--- config.mk ---
export PLATFORM = sky130hd
export DESIGN_NAME = stepper_ramp_profile_driver_flat
export DESIGN_NICKNAME = d
export VERILOG_FILES = /design/src/sv/srpd_pkg.sv /design/src/sv/srpd_if.sv /design/src/sv/srpd_core.sv /design/src/sv/stepper_ramp_profile_driver.sv /design/src/flat_wrapper.sv
export SDC_FILE = /design/constraint.sdc
export NUM_CORES = 1
export LEC_CHECK = 0
export ABC_AREA = 1
export BUFFER_PORTS_ARGS = -buffer_cell sky130_fd_sc_hd__buf_2
export CORE_ASPECT_RATIO = 1.5
export CORE_MARGIN = 3
export CORE_UTILIZATION = 60
export CTS_BUF_LIST = sky130_fd_sc_hd__clkbuf_8
export DETAILED_ROUTE_END_ITERATION = 10
export PLACE_DENSITY_LB_ADDON = 0.05
export SETUP_SLACK_MARGIN = 0.2
export SLEW_MARGIN = 20
export SYNTH_ARGS = -nofsm -noshare
export SYNTH_HDL_FRONTEND = slang
export SYNTH_HIERARCHICAL = 1
export SYNTH_SLANG_ARGS = --single-unit
export TNS_END_PERCENT = 30
--- constraint.sdc ---
create_clock -name clk -period 6.19 [get_ports clk]
set_clock_uncertainty 0.2 [all_clocks]
set_input_delay 1.5475 -clock clk [delete_from_list [all_inputs] [get_ports clk]]
set_output_delay 1.5475 -clock clk [all_outputs]
set_load 0.05 [all_outputs]
--- src/sv/srpd_pkg.sv ---
// Shared types, constants and tables for the stepper ramp profile driver.
package srpd_pkg;

	localparam int RAMP_LEVELS   = 7;
	localparam int PHASE_COUNT   = 6;
	localparam int TABLE_LEVELS  = 7;
	localparam int PATTERN_COUNT = 6;

	localparam int LVL_W = (RAMP_LEVELS > 1) ? $clog2(RAMP_LEVELS) : 1;
	localparam int PH_W  = (PHASE_COUNT > 1) ? $clog2(PHASE_COUNT) : 1;
	localparam int TAB_W = $clog2(TABLE_LEVELS);

	localparam int CMD_W   = 2;
	localparam int POS_W   = 10;
	localparam int COIL_W  = 4;
	localparam int DLY_W   = 8;
	localparam int LSL_W   = 3;
	localparam int REG_W   = 2;
	localparam int CDATA_W = 10;

	typedef logic [CMD_W-1:0] cmd_t;
	localparam cmd_t CMD_TICK = 2'd0;
	localparam cmd_t CMD_MOVE = 2'd1;
	localparam cmd_t CMD_HOME = 2'd2;

	typedef logic [REG_W-1:0] reg_idx_t;
	localparam reg_idx_t REG_DECEL_STEPS = 2'd0;
	localparam reg_idx_t REG_HOME_STEPS  = 2'd1;
	localparam reg_idx_t REG_HOME_DELAY  = 2'd2;

	typedef enum logic [1:0] {
		MODE_IDLE = 2'd0,
		MODE_MOVE = 2'd1,
		MODE_HOME = 2'd2
	} mode_t;

	typedef struct packed {
		logic [COIL_W-1:0] coils;
		logic              busy_res;
		logic [POS_W-1:0]  position;
	} res_t;

	// Clamp a ramp level onto the table.
	function automatic logic [TAB_W-1:0] tab_index(input logic [LVL_W-1:0] lvl);
		if (int'(lvl) < TABLE_LEVELS)
			return TAB_W'(lvl);
		return TAB_W'(TABLE_LEVELS - 1);
	endfunction

	function automatic logic [DLY_W-1:0] ramp_delay(input logic [TAB_W-1:0] idx);
		logic [10:0] us;
		case (idx)
			3'd0:    us = 11'd1750;
			3'd1:    us = 11'd1149;
			3'd2:    us = 11'd926;
			3'd3:    us = 11'd794;
			3'd4:    us = 11'd709;
			3'd5:    us = 11'd666;
			default: us = 11'd450;
		endcase
		return DLY_W'((us >> 4) + 11'd1);
	endfunction

	function automatic logic [LSL_W-1:0] ramp_len(input logic [TAB_W-1:0] idx);
		case (idx)
			3'd5, 3'd6: return LSL_W'(4);
			default:    return LSL_W'(3);
		endcase
	endfunction

	function automatic logic [COIL_W-1:0] coil_pat(input logic [PH_W-1:0] p);
		case (int'(p))
			0:       return 4'h9;
			1:       return 4'h1;
			2:       return 4'h7;
			3:       return 4'h6;
			4:       return 4'hE;
			5:       return 4'h8;
			default: return 4'h0;
		endcase
	endfunction

endpackage

--- src/sv/srpd_if.sv ---
// Request channels of the stepper ramp profile driver.
interface srpd_cmd_if;
	logic                           valid;
	logic                           ready;
	logic [srpd_pkg::CMD_W-1:0]     cmd;
	logic [srpd_pkg::POS_W-1:0]     target;
	modport source (output valid, cmd, target, input ready);
	modport sink (input valid, cmd, target, output ready);
endinterface

interface srpd_res_if;
	logic                           valid;
	logic                           ready;
	logic [srpd_pkg::COIL_W-1:0]    coils;
	logic                           busy_res;
	logic [srpd_pkg::POS_W-1:0]     position;
	modport source (output valid, coils, busy_res, position, input ready);
	modport sink (input valid, coils, busy_res, position, output ready);
endinterface

interface srpd_cfg_if;
	logic                           valid;
	logic                           ready;
	logic [srpd_pkg::REG_W-1:0]     index;
	logic [srpd_pkg::CDATA_W-1:0]   data;
	modport source (output valid, index, data, input ready);
	modport sink (input valid, index, data, output ready);
endinterface

--- src/sv/srpd_core.sv ---
// Motion state, configuration registers and per-request next-state logic.
module srpd_core (
	input  logic                         clk,
	input  logic                         arst_n,
	input  logic                         cfg_we,
	input  srpd_pkg::reg_idx_t           cfg_index,
	input  logic [srpd_pkg::CDATA_W-1:0] cfg_data,
	input  logic                         item_we,
	input  srpd_pkg::cmd_t               cmd,
	input  logic [srpd_pkg::POS_W-1:0]   target,
	output srpd_pkg::res_t               res
);
	import srpd_pkg::*;

	logic [7:0]       decel_steps_q;
	logic [POS_W-1:0] home_steps_q;
	logic [7:0]       home_delay_q;

	logic [POS_W-1:0]  position_q, position_d;
	logic [PH_W-1:0]   phase_q, phase_d;
	logic [POS_W-1:0]  steps_left_q, steps_left_d;
	logic [LVL_W-1:0]  ramp_level_q, ramp_level_d;
	logic [LSL_W-1:0]  lsl_q, lsl_d;
	logic [DLY_W-1:0]  delay_q, delay_d;
	logic              dir_q, dir_d;
	mode_t             mode_q, mode_d;
	logic [COIL_W-1:0] coil_q, coil_d;

	logic [PH_W-1:0]   p_mod;
	logic [PH_W:0]     p_inc;
	logic [PH_W-1:0]   ph_fwd, ph_back;
	logic              do_move_step, do_home_step, do_finish;
	logic              drive_fwd;

	// Phase wrapped into range: it never reaches twice the phase count.
	always_comb begin
		if (int'(phase_q) >= PHASE_COUNT)
			p_mod = PH_W'(int'(phase_q) - PHASE_COUNT);
		else
			p_mod = phase_q;
		p_inc = {1'b0, p_mod} + 1'b1;
		ph_fwd = (int'(p_inc) == PHASE_COUNT) ? '0 : PH_W'(p_inc);
		ph_back = (p_mod == '0) ? PH_W'(PHASE_COUNT - 1) : p_mod - 1'b1;
	end

	always_comb begin
		position_d   = position_q;
		phase_d      = phase_q;
		steps_left_d = steps_left_q;
		ramp_level_d = ramp_level_q;
		lsl_d        = lsl_q;
		delay_d      = delay_q;
		dir_d        = dir_q;
		mode_d       = mode_q;
		coil_d       = coil_q;
		do_move_step = 1'b0;
		do_home_step = 1'b0;
		do_finish    = 1'b0;

		case (cmd)
			CMD_TICK: begin
				if (mode_q != MODE_IDLE) begin
					if (delay_q > DLY_W'(1)) begin
						delay_d = delay_q - 1'b1;
					end else begin
						delay_d = '0;
						steps_left_d = steps_left_q - 1'b1;
						if (mode_q == MODE_MOVE) begin
							if (lsl_q != '0)
								lsl_d = lsl_q - 1'b1;
							position_d = dir_q ? position_q + 1'b1 : position_q - 1'b1;
							if (steps_left_d != '0)
								do_move_step = 1'b1;
							else
								mode_d = MODE_IDLE;
						end else begin
							if (steps_left_d != '0)
								do_home_step = 1'b1;
							else
								do_finish = 1'b1;
						end
					end
				end
			end
			CMD_MOVE: begin
				if (mode_q == MODE_IDLE && target != position_q) begin
					dir_d = (position_q < target);
					steps_left_d = dir_d ? target - position_q : position_q - target;
					ramp_level_d = '0;
					lsl_d = '0;
					mode_d = MODE_MOVE;
					do_move_step = 1'b1;
				end
			end
			CMD_HOME: begin
				if (mode_q == MODE_IDLE) begin
					steps_left_d = home_steps_q;
					if (home_steps_q == '0) begin
						do_finish = 1'b1;
					end else begin
						mode_d = MODE_HOME;
						do_home_step = 1'b1;
					end
				end
			end
			default: ;
		endcase

		// Ramp: climb while far from target, fall inside the decel window.
		if (do_move_step) begin
			if (steps_left_d <= POS_W'(decel_steps_q)) begin
				if (lsl_d == '0) begin
					if (ramp_level_d != '0)
						ramp_level_d = ramp_level_d - 1'b1;
					lsl_d = ramp_len(tab_index(ramp_level_d));
				end
			end else if (lsl_d == '0 && int'(ramp_level_d) < RAMP_LEVELS - 1) begin
				ramp_level_d = ramp_level_d + 1'b1;
				lsl_d = ramp_len(tab_index(ramp_level_d));
			end
			delay_d = ramp_delay(tab_index(ramp_level_d));
		end

		if (do_home_step)
			delay_d = (home_delay_q == '0) ? DLY_W'(1) : home_delay_q;

		drive_fwd = do_move_step && dir_d;
		if (do_move_step || do_home_step) begin
			coil_d = (int'(p_mod) < PATTERN_COUNT) ? coil_pat(p_mod) : '0;
			phase_d = drive_fwd ? ph_fwd : ph_back;
		end

		if (do_finish) begin
			position_d   = '0;
			phase_d      = '0;
			coil_d       = '0;
			steps_left_d = '0;
			mode_d       = MODE_IDLE;
		end
	end

	always_ff @(posedge clk or negedge arst_n) begin
		if (!arst_n) begin
			decel_steps_q <= 8'd23;
			home_steps_q  <= POS_W'(945);
			home_delay_q  <= 8'd119;
		end else if (cfg_we) begin
			case (cfg_index)
				REG_DECEL_STEPS: decel_steps_q <= cfg_data[7:0];
				REG_HOME_STEPS:  home_steps_q  <= cfg_data[POS_W-1:0];
				REG_HOME_DELAY:  home_delay_q  <= cfg_data[7:0];
				default: ;
			endcase
		end
	end

	always_ff @(posedge clk or negedge arst_n) begin
		if (!arst_n) begin
			position_q   <= '0;
			phase_q      <= '0;
			steps_left_q <= '0;
			ramp_level_q <= '0;
			lsl_q        <= '0;
			delay_q      <= '0;
			dir_q        <= 1'b0;
			mode_q       <= MODE_IDLE;
			coil_q       <= '0;
		end else if (item_we) begin
			position_q   <= position_d;
			phase_q      <= phase_d;
			steps_left_q <= steps_left_d;
			ramp_level_q <= ramp_level_d;
			lsl_q        <= lsl_d;
			delay_q      <= delay_d;
			dir_q        <= dir_d;
			mode_q       <= mode_d;
			coil_q       <= coil_d;
		end
	end

	assign res.coils    = coil_d;
	assign res.busy_res = (mode_d != MODE_IDLE);
	assign res.position = position_d;

endmodule

--- src/sv/stepper_ramp_profile_driver.sv ---
// Stepper ramp profile driver: one command in, one coil/position result out.
// Latency: a result is valid in the cycle after its request is accepted.
// Throughput: one request per cycle; the motion state updates in a single pass.
// A result left waiting stalls the input; one taken in that cycle lets a request in.
// Reset (arst_n low): position, phase and ramp cleared, coils off, registers
// back to decel 23, home steps 945, home delay 119.
module stepper_ramp_profile_driver (
	input logic       clk,
	input logic       arst_n,
	srpd_cmd_if.sink  cmd_ch,
	srpd_res_if.source res_ch,
	srpd_cfg_if.sink  cfg_ch
);
	import srpd_pkg::*;

	logic accept;
	res_t res_d;
	res_t res_q;
	logic res_valid_q;

	// Take a request whenever the result register is empty or being drained.
	assign cmd_ch.ready = !res_valid_q || res_ch.ready;
	assign accept = cmd_ch.valid && cmd_ch.ready;
	assign cfg_ch.ready = 1'b1;

	srpd_core u_core (
		.clk       (clk),
		.arst_n    (arst_n),
		.cfg_we    (cfg_ch.valid && cfg_ch.ready),
		.cfg_index (cfg_ch.index),
		.cfg_data  (cfg_ch.data),
		.item_we   (accept),
		.cmd       (cmd_ch.cmd),
		.target    (cmd_ch.target),
		.res       (res_d)
	);

	always_ff @(posedge clk or negedge arst_n) begin
		if (!arst_n)
			res_valid_q <= 1'b0;
		else if (accept)
			res_valid_q <= 1'b1;
		else if (res_ch.ready)
			res_valid_q <= 1'b0;
	end

	always_ff @(posedge clk) begin
		if (accept)
			res_q <= res_d;
	end

	assign res_ch.valid    = res_valid_q;
	assign res_ch.coils    = res_q.coils;
	assign res_ch.busy_res = res_q.busy_res;
	assign res_ch.position = res_q.position;

endmodule

--- src/flat_wrapper.sv ---
// flat-port wrapper written by rule: the top's interface ports become plain ports
module stepper_ramp_profile_driver_flat import srpd_pkg::*;
  (clk, arst_n, cmd_ch_valid, cmd_ch_cmd, cmd_ch_target, cmd_ch_ready, res_ch_valid, res_ch_coils, res_ch_busy_res, res_ch_position, res_ch_ready, cfg_ch_valid, cfg_ch_index, cfg_ch_data, cfg_ch_ready);
  srpd_cmd_if cmd_ch_i ();
  srpd_res_if res_ch_i ();
  srpd_cfg_if cfg_ch_i ();
  input logic clk;
  input logic arst_n;
  input wire logic [$bits(cmd_ch_i.valid)-1:0] cmd_ch_valid;
  input wire logic [$bits(cmd_ch_i.cmd)-1:0] cmd_ch_cmd;
  input wire logic [$bits(cmd_ch_i.target)-1:0] cmd_ch_target;
  output wire logic [$bits(cmd_ch_i.ready)-1:0] cmd_ch_ready;
  output wire logic [$bits(res_ch_i.valid)-1:0] res_ch_valid;
  output wire logic [$bits(res_ch_i.coils)-1:0] res_ch_coils;
  output wire logic [$bits(res_ch_i.busy_res)-1:0] res_ch_busy_res;
  output wire logic [$bits(res_ch_i.position)-1:0] res_ch_position;
  input wire logic [$bits(res_ch_i.ready)-1:0] res_ch_ready;
  input wire logic [$bits(cfg_ch_i.valid)-1:0] cfg_ch_valid;
  input wire logic [$bits(cfg_ch_i.index)-1:0] cfg_ch_index;
  input wire logic [$bits(cfg_ch_i.data)-1:0] cfg_ch_data;
  output wire logic [$bits(cfg_ch_i.ready)-1:0] cfg_ch_ready;
  assign cmd_ch_i.valid = cmd_ch_valid;
  assign cmd_ch_i.cmd = cmd_ch_cmd;
  assign cmd_ch_i.target = cmd_ch_target;
  assign cmd_ch_ready = cmd_ch_i.ready;
  assign res_ch_valid = res_ch_i.valid;
  assign res_ch_coils = res_ch_i.coils;
  assign res_ch_busy_res = res_ch_i.busy_res;
  assign res_ch_position = res_ch_i.position;
  assign res_ch_i.ready = res_ch_ready;
  assign cfg_ch_i.valid = cfg_ch_valid;
  assign cfg_ch_i.index = cfg_ch_index;
  assign cfg_ch_i.data = cfg_ch_data;
  assign cfg_ch_ready = cfg_ch_i.ready;
  stepper_ramp_profile_driver u_core (.clk(clk), .arst_n(arst_n), .cmd_ch(cmd_ch_i), .res_ch(res_ch_i), .cfg_ch(cfg_ch_i));
endmodule
## Yosys cells after proc, flatten, opt, wreduce, memory -nomap -nowiden

Cells that the tools add are included.

- Add/sub/neg operators: 13
- Multiplexer cells: 109
- Magnitude comparators: 9
- Eq/ne operators: 21
- Reductions and logical operators: 31

Operator list:

| kind | number |
|---|---|
| 3-bit 2-to-1 mux | 41 |
| 10-bit 2-to-1 mux | 12 |
| 11-bit case mux with 6 select lines | 1 |
| 8-bit 2-to-1 mux | 6 |
| 1-bit 2-to-1 mux | 30 |
| 10-bit case mux with 3 select lines | 1 |
| 3-bit equality test (second input constant) | 8 |
| 4-bit case mux with 6 select lines | 1 |
| 10-bit by 1-bit subtractor with 10-bit output (second input constant) | 2 |
| 10-bit subtractor | 2 |
| 2-bit 2-to-1 mux | 8 |
| 3-bit less-than comparator (second input constant) | 5 |
| 3-bit by 2-bit equality test with 1-bit output (second input constant) | 4 |
| 4-bit 2-to-1 mux | 3 |
| 3-bit nonzero test | 4 |
| 11-bit 2-to-1 mux | 1 |
| 10-bit by 1-bit adder with 10-bit output (second input constant) | 1 |
| 10-bit by 8-bit less-or-equal comparator with 1-bit output | 1 |
| 10-bit logical NOT | 1 |
| 10-bit less-than comparator | 1 |
| 10-bit != test | 1 |
| 10-bit nonzero test | 1 |
| 3-bit logical NOT | 3 |
| 3-bit by 1-bit subtractor with 3-bit output (second input constant) | 3 |
| other kinds (23) | 42 |

- Register bits: 86
- Input bits: 29
- Output and inout port bits: 18

## Logic depth before layout (Yosys ltp)

Gate-level depths: netlist of run 1.

- Depth after elaboration: 25
- Gate-level depth with buffers: 33
- Mapped depth without buffers: 33

## Cells and area by module

Netlist of run 1, hierarchy kept.

Modules (own cells, without submodules):

| module | cells each | area an instance (um2) | instances | seq. area each (um2) |
|---|---|---|---|---|
| srpd_core | 951 | 6525.0 | 1 | 1771.7 |
| stepper_ramp_profile_driver | 23 | 506.7 | 1 | 475.5 |

## Least setup slack after synthesis of run 1

No wires, ideal clock.

- Kind: input to register
- From: input port cmd_ch_target[8]
- To: register u_core.u_core.delay_q[2]
- Path buffers: 0
- Library setup time: 0.116 ns
- Data arrival time: 4.796 ns
- Stages: 29
- Required time: 5.874 ns
- Path slack: 1.078 ns
- Path through: inv_1 ha_1 nand2_1 inv_1 a21oi_2 nand3_4 or2_2 o21ai_0 xor2_1 o2111ai_1 o21ai_0 nand2_1 ha_1 a21oi_1 o21ai_0 a21oi_1 nor2_1 o21ai_0 nand2_1 o31ai_1 nand3_2 nand2_1 nand2_2 inv_2 nand2_1 nand3_1 nand3_1 nand2_1 nand2_1

- Longest elaborated chain between the ends: 23
- Elaborated cells between the ends (all ways): 49
- Those cells by class: add/sub: 5; order compare: 4; eq/ne: 6; mux: 26; reduce/logical: 8

RTL lines:

| what | RTL line | text |
|---|---|---|
| from (decl) | flat_wrapper.sv:11 | `input wire logic [$bits(cmd_ch_i.target)-1:0] cmd_ch_target;` |
| parallel branches: the longest is 23 deep, another holds 10-bit subtractor | n/a |  |
| to (signal assigned) | srpd_core.sv:174 | `delay_q <= delay_d;` |
| to (decl) | srpd_core.sv:24 | `logic [DLY_W-1:0] delay_q, delay_d;` |

Parallel ways; which one is timed is not known. The select of a mux whose other input is x is not followed.
A chain may end at the register's enable or synchronous reset.

## Worst setup path in the final report of run 1

Ends and elaborated chain as after synthesis.

==> results.yml, run 1 <==
status:
  status: "finished clean"
yosys:
  synth_top_area_share: 0.196
  syn_avg_cell_area_um2: 7.22
  synthTopCellsByArea: "dfrtp_1 (20%), nand2_1 (13%), ha_1 (9.4%)"
  yosysWarnings: 6
  yosysUniqueCellTypes: 55
  ys_seq_area_frac: 0.320
  synth_edf_count: 15
  synth_area_mm2: 0.00703
  synth_common_cells: "nand2_1 (252), inv_1 (122), o21ai_0 (99), a21oi_1 (62), nor2_1 (60)"
  yosysMostFrequentCell: "nand2_1"
  async_reset_ff_frac: 0.826
  synth_top_area_cell: "dfrtp_1"
  synth_cells: 974
  ys_ff_latch: 86
  synth.net_count: 1059
  synth_top_flop_cell: "dfrtp_1"
cts:
  cts_setup_buffers: 0
  insertion_delay_ps: 380
  cts_buffers: 9
  cts_root_buf: "clkbuf_8"
  hold_buffers: 0
  htree_levels: 3
  tritoncts: "yes"
  cts.repair.resized: 0
  path_clk_slew_ps: 90
  cts.path.max_buffers: 2
  clock_sinks: 86
global_route:
  grt_pass1_wl_um: 30200
  grtUsageTotal: 0.293
  grt_max_degree: 72
  first_global_vias: 6312
  antenna_found_initial: 0
  overflow: 0
setup_path:
  end_kind: "register"
  worst-path-max-fanout: 10
  crit_buf_inv: 5
  cp.arrival_ps: 5350
  path_delay_family: "simple AND/OR/NAND/NOR gates"
  path_class: "input pin to register"
  slowest_stage: "ha_1"
  reg2reg_from: "u_core/u_core/position_q[0]$_DFFE_PN0P_"
  crit_top_cell: "nand2_1"
  start_kind: "input pin"
  worst_ep_required_time_ps: 6260
  critPathLaunch: "cmd_ch_target[8]"
  critPathMaxStageDelay_ps: 360
timing:
  slew_headroom: 0.362
  slew_viol_final: 0
  setup_violations: 0
  min_period_over_period: 0.853
  hold_viol_final: 0
  grt_setup_unrepaired: "no"
  fmax_mhz: 189
  tightest_slew_ps: 957
  setup_tns_ps: 0
  fin_crit_ps: 5280
placed_design:
  dp_hpwl_um: 14200
  io_buffers: 45
  gp_congestion: 0.925
worst_hold_path:
  hp-start: "u_core/u_core/decel_steps_q[6]$_DFFE_PN0P_"
  hold_path.class: "register to register"
floorplanning:
  dieArea_mm2: 0.0131
  io_pins: 47
  initial_core_util: 0.626
  coreArea_mm2: 0.0112
  rows: 47
  die_y_um: 139
  die_w_um: 94.4
final_layout:
  fin_nets: 1099
  antenna_cells: 0
  drive_gt1_frac: 0.164
  syn_to_final_growth_pct: 7.85
flow_run:
  max-cap-violations: 0
route:
  dr.pass1.iters: 5
  wl_per_cell_um: 15.8
  avgViaCountPerCell: 5.54
  drt-initial-drc-count: 417
  wirelength_um: 18400
  ant_nets: 0
  vias: 6460
  drcViolationCount: 0
power:
  ir_worst_vdd_mv: 0.232
  leakage_uw: 0.00383
  p_per_area_mw_per_mm2: 389
  power_uw: 2950
[placed cells by master, fill, tap and decap left out, types with 4 or more instances in the layout]
cell type,count
a21oi_1,61
a22oi_1,7
a31oi_1,4
buf_2,44
buf_4,4
clkbuf_8,10
dfrtp_1,55
dfstp_2,16
edfxtp_1,15
ha_1,53
inv_1,122
inv_2,16
nand2_1,252
nand2_2,21
nand2_4,11
nand3_1,37
nand4_1,10
nor2_1,60
nor2_2,7
nor2_4,7
nor3_1,12
o2111ai_1,5
o211ai_1,7
o21ai_0,99
o21ai_1,8
or2_2,5
xor2_1,15
[state kept, by name, summed over array words and instances (netlist names), 4 cells and up]
| signal | cells |
|---|---|
| u_core/res_ch.position | 10 |
| u_core/u_core/home_steps_q | 10 |
| u_core/u_core/position_q | 10 |
| u_core/u_core/steps_left_q | 10 |
| u_core/u_core/decel_steps_q | 8 |
| u_core/u_core/delay_q | 8 |
| u_core/u_core/home_delay_q | 8 |
| u_core/res_ch.coils | 4 |
| u_core/u_core/coil_q | 4 |
[power breakdown]
| part | switching [µW] | total, µW | internal [µW] |
|---|---|---|---|
| logic | 1070 | 1640 | 566 |
| clock network | 224 | 426 | 201 |
| registers | 143 | 888 | 745 |
| total | 1440 | 2950 | 1510 |
[worst min-delay path: stages (launching register included)]
cell	delay, ps
dfrtp_1	360
nand2_1	50
o21ai_0	60
[routing by layer]
layer / routed length, µm / GRT usage / up-vias / part of all wire
met3: 810 / 0.0516 / 56 / 0.044
li1: - / - / 3270 / -
met1: 6940 / 0.317 / 2953 / 0.38
met5: 0 / 0 / - / 0
met2: 9680 / 0.530 / 181 / 0.53
met4: 940 / 0.154 / 0 / 0.051
[layout make-up]
cell class	count	area, µm²
multi-input combinational	727	4160
sequential	86	2250
clock buffer	10	138
clock inverter	6	67.6
tap	147	184
fill	1042	3650
inverter	142	537
timing repair buffer	48	250
[kinds of logic (layout without fill, tap and decap cells)]
kind of cell               after synthesis  in the layout  synth area share
AOI/OAI and AO/OA                      217            217             0.173
other                                    1              1          0.000533
adders and majority gates               56             56             0.103
buffers and inverters                  161            206            0.0904
DFF                                     86             86             0.320
and+or+nand+nor                        433            433             0.288
xor gates and xnor gates                18             18            0.0224
muxes                                    2              2           0.00320
[stage by stage]
| step | worst slack (ps) | instance area [µm²] | util | std cells | hold WS (ps) |
|---|---|---|---|---|---|
| detailed placement | 571 | 7380 | 0.657 | 1150 | 275 |
| global route | 512 | 7580 | 0.675 | 1166 | 318 |
| CTS | 969 | 7580 | 0.675 | 1166 | 297 |
| global placement | 682 | 7380 | 0.657 | 1150 | 268 |
| finish | 910 | 7580 | 0.675 | 1166 | 295 |
| floorplan | 1080 | 7030 | - | 974 | 253 |
[final timing paths]
path,end,slack [ps],cells after the start
worst max-delay path,u_core/u_core/delay_q[2]$_DFFE_PN0P_,910,31
worst min-delay path,u_core/u_core/decel_steps_q[6]$_DFFE_PN0P_,290,2
worst max register to register,u_core/u_core/delay_q[2]$_DFFE_PN0P_,1500,30
worst min register to register,u_core/u_core/decel_steps_q[6]$_DFFE_PN0P_,290,2
max in group asynchronous,u_core/u_core/position_q[2]$_DFFE_PN0P_,4040,1
min in group asynchronous,u_core/res_ch.valid$_DFFE_PN0P_,1070,1
(Power assumes the default switching activity.)
==> run 2: changes to the inputs <==
--- a/config.mk
+++ b/config.mk
@@ -13,6 +13,7 @@
 export CTS_BUF_LIST = sky130_fd_sc_hd__clkbuf_8
 export DETAILED_ROUTE_END_ITERATION = 10
 export PLACE_DENSITY_LB_ADDON = 0.05
+export REMOVE_ABC_BUFFERS = 1
 export SETUP_SLACK_MARGIN = 0.2
 export SLEW_MARGIN = 20
 export SYNTH_ARGS = -nofsm -noshare
==> run 2 against run 1 <==
  * Sequential share of layout area about the same
  * Cell count about the same
  * Core utilization increased by 0.067 points
  * First-iteration DRC count decreased by 14%
  * Count of clock-buffer cells in the layout shrank 1
  * Via count is 0.42% higher
  * Register-to-register slack worse by 80 ps
  * Fmax decreased by 2.1%
  * Combinational power about the same
  * Routed wire length down 3.1%
  * Critical endpoint is now u_core/u_core/delay_q[0]$_DFFE_PN0P_
  * Largest power group unchanged
==> results.yml, run 2 (synthesis gave the netlist of run 1 again) <==
setup_path:
  path_class: "input pin to register"
  cp.arrival_ps: 5500
  reg2reg_from: "u_core/u_core/position_q[0]$_DFFE_PN0P_"
  worst_ep_required_time_ps: 6300
  rrSetupSlack_ps: 1420
  critPathMaxStageDelay_ps: 360
  start_kind: "input pin"
  crit_top_cell: "nand2_1"
  timing.rr.end: "u_core/u_core/delay_q[0]$_DFFE_PN0P_"
  slowest_stage: "ha_1"
  end_kind: "register"
  worst-path-max-fanout: 10
  r2r_cells: 28
route:
  vias: 6487
  drcViolationCount: 0
  dr.pass1.iters: 5
  ant_nets: 0
  avgViaCountPerCell: 5.57
  wirelength_um: 17800
  wl_per_cell_um: 15.3
  drt-initial-drc-count: 358
global_route:
  grt_max_degree: 72
  antenna_found_initial: 0
  gr-usage-met1: 0.311
  grt_pass1_wl_um: 29400
  grtUsageTotal: 0.283
  grtUsageMet3: 0.0494
  busiest_layer: "met2"
  met2_usage: 0.517
  overflow: 0
  first_global_vias: 6328
cts:
  htree_levels: 3
  tritoncts: "yes"
  insertion_delay_ps: 380
  cts.repair.resized: 0
  hold_buffers: 0
  cts_buffers: 9
  cts_root_buf: "clkbuf_8"
  path_clk_slew_ps: 90
  cts.path.max_buffers: 2
  cts_setup_buffers: 0
  clock_sinks: 86
floorplanning:
  die_w_um: 94.4
  initial_core_util: 0.626
  die_y_um: 139
  coreArea_mm2: 0.0112
  rows: 47
  dieArea_mm2: 0.0131
  io_pins: 47
placed_design:
  placed_cell_area_mm2: 0.00737
  dp_hpwl_um: 13600
  gp_congestion: 0.987
  placedCellCount: 1149
  io_buffers: 45
  post-place-ws_ps: 493
timing:
  fin_crit_ps: 5390
  tightest_slew_ps: 964
  slew_viol_final: 0
  slew_headroom: 0.358
  min_period_over_period: 0.871
  setup_violations: 0
  setup_tns_ps: 0
  setup_slack_ps: 799
  hold_viol_final: 0
  grt_setup_unrepaired: "no"
  fmax_mhz: 186
worst_hold_path:
  hold_path.class: "register to register"
  holdPathStages: 2
  hp-start: "u_core/u_core/decel_steps_q[4]$_DFFE_PN1P_"
  hold_end: "u_core/u_core/decel_steps_q[4]$_DFFE_PN1P_"
final_layout:
  final_common_cell: "nand2_1"
  antenna_cells: 0
  utilization: 0.676
  fin_nets: 1098
  final_cell_area_mm2: 0.00759
  drive_gt1_frac: 0.162
  finalNonFillerCells: 1165
  layout_common_cells: "nand2_1 (252), inv_1 (122), o21ai_0 (99), a21oi_1 (61), nor2_1 (60)"
  syn_to_final_growth_pct: 7.95
  num-fill-cells: 1047
power:
  pwr-share-clk: 0.155
  swShare: 0.481
  power.switching_uw: 1420
  seqPwrFrac: 0.300
  p_per_area_mw_per_mm2: 389
  ir_worst_vdd_mv: 0.228
  p_comb_frac: 0.546
  leakage_uw: 0.00382
  p_int_uw: 1530
status:
  status: "finished clean"
flow_run:
  max-cap-violations: 0
[run 2: critical path: cells and delay by family]
kind            cells  cell delay, ps
fa+ha+maj           2             660
simple gates       13            1550
buf+inv             2             130
compound gates     11            1420
xor+xnor            1             190
[run 2: how the worst max path moves through the flow]
| stage | startpoint | endpoint | slack (ps) | cells past startpoint |
|---|---|---|---|---|
| 2_1_floorplan | cmd_ch_valid | u_core/u_core/steps_left_q[0]$_DFFE_PN0P_ | 530 | 6 |
| 3_3_place_gp | cmd_ch_target[5] | u_core/u_core/delay_q[2]$_DFFE_PN0P_ | 610 | 30 |
| 3_5_place_dp | cmd_ch_target[5] | u_core/u_core/delay_q[0]$_DFFE_PN0P_ | 490 | 29 |
| 4_1_cts | cmd_ch_target[5] | u_core/u_core/delay_q[0]$_DFFE_PN0P_ | 860 | 29 |
| 5_1_grt | cmd_ch_target[5] | u_core/u_core/delay_q[2]$_DFFE_PN0P_ | 420 | 30 |
| 6_report | cmd_ch_target[5] | u_core/u_core/delay_q[0]$_DFFE_PN0P_ | 800 | 29 |
[run 2: final cells by class]
class                      count  area, µm²  area share
tap                          147        184      0.0242
clock inverter                 7       96.3      0.0127
timing repair buffer          47        243      0.0320
multi-input combinational    727       4160       0.548
sequential                    86       2250       0.296
inverter                     142        537      0.0707
clock buffer                   9        124      0.0163
[run 2: through the flow]
stage	power [µW]	hold slack [ps]
2_1_floorplan	2110	253
3_3_place_gp	2460	267
3_5_place_dp	2480	273
4_1_cts	2950	298
5_1_grt	3230	326
6_report	2960	294
[run 2: power groups by stage]
stage               combinational, µW  sequential [µW]  clock [µW]
floorplan                        1200              914           0
global placement                 1570              890           0
detailed placement               1590              892           0
CTS                              1600              883         463
global route                     1830              906         491
finish                           1610              885         458
[run 2: routing by layer]
metal | part of all wire | vias up
met4 | 0.044 | 0
met1 | 0.39 | 2994
met3 | 0.042 | 59
li1 | - | 3263
met2 | 0.52 | 171
met5 | 0 | -
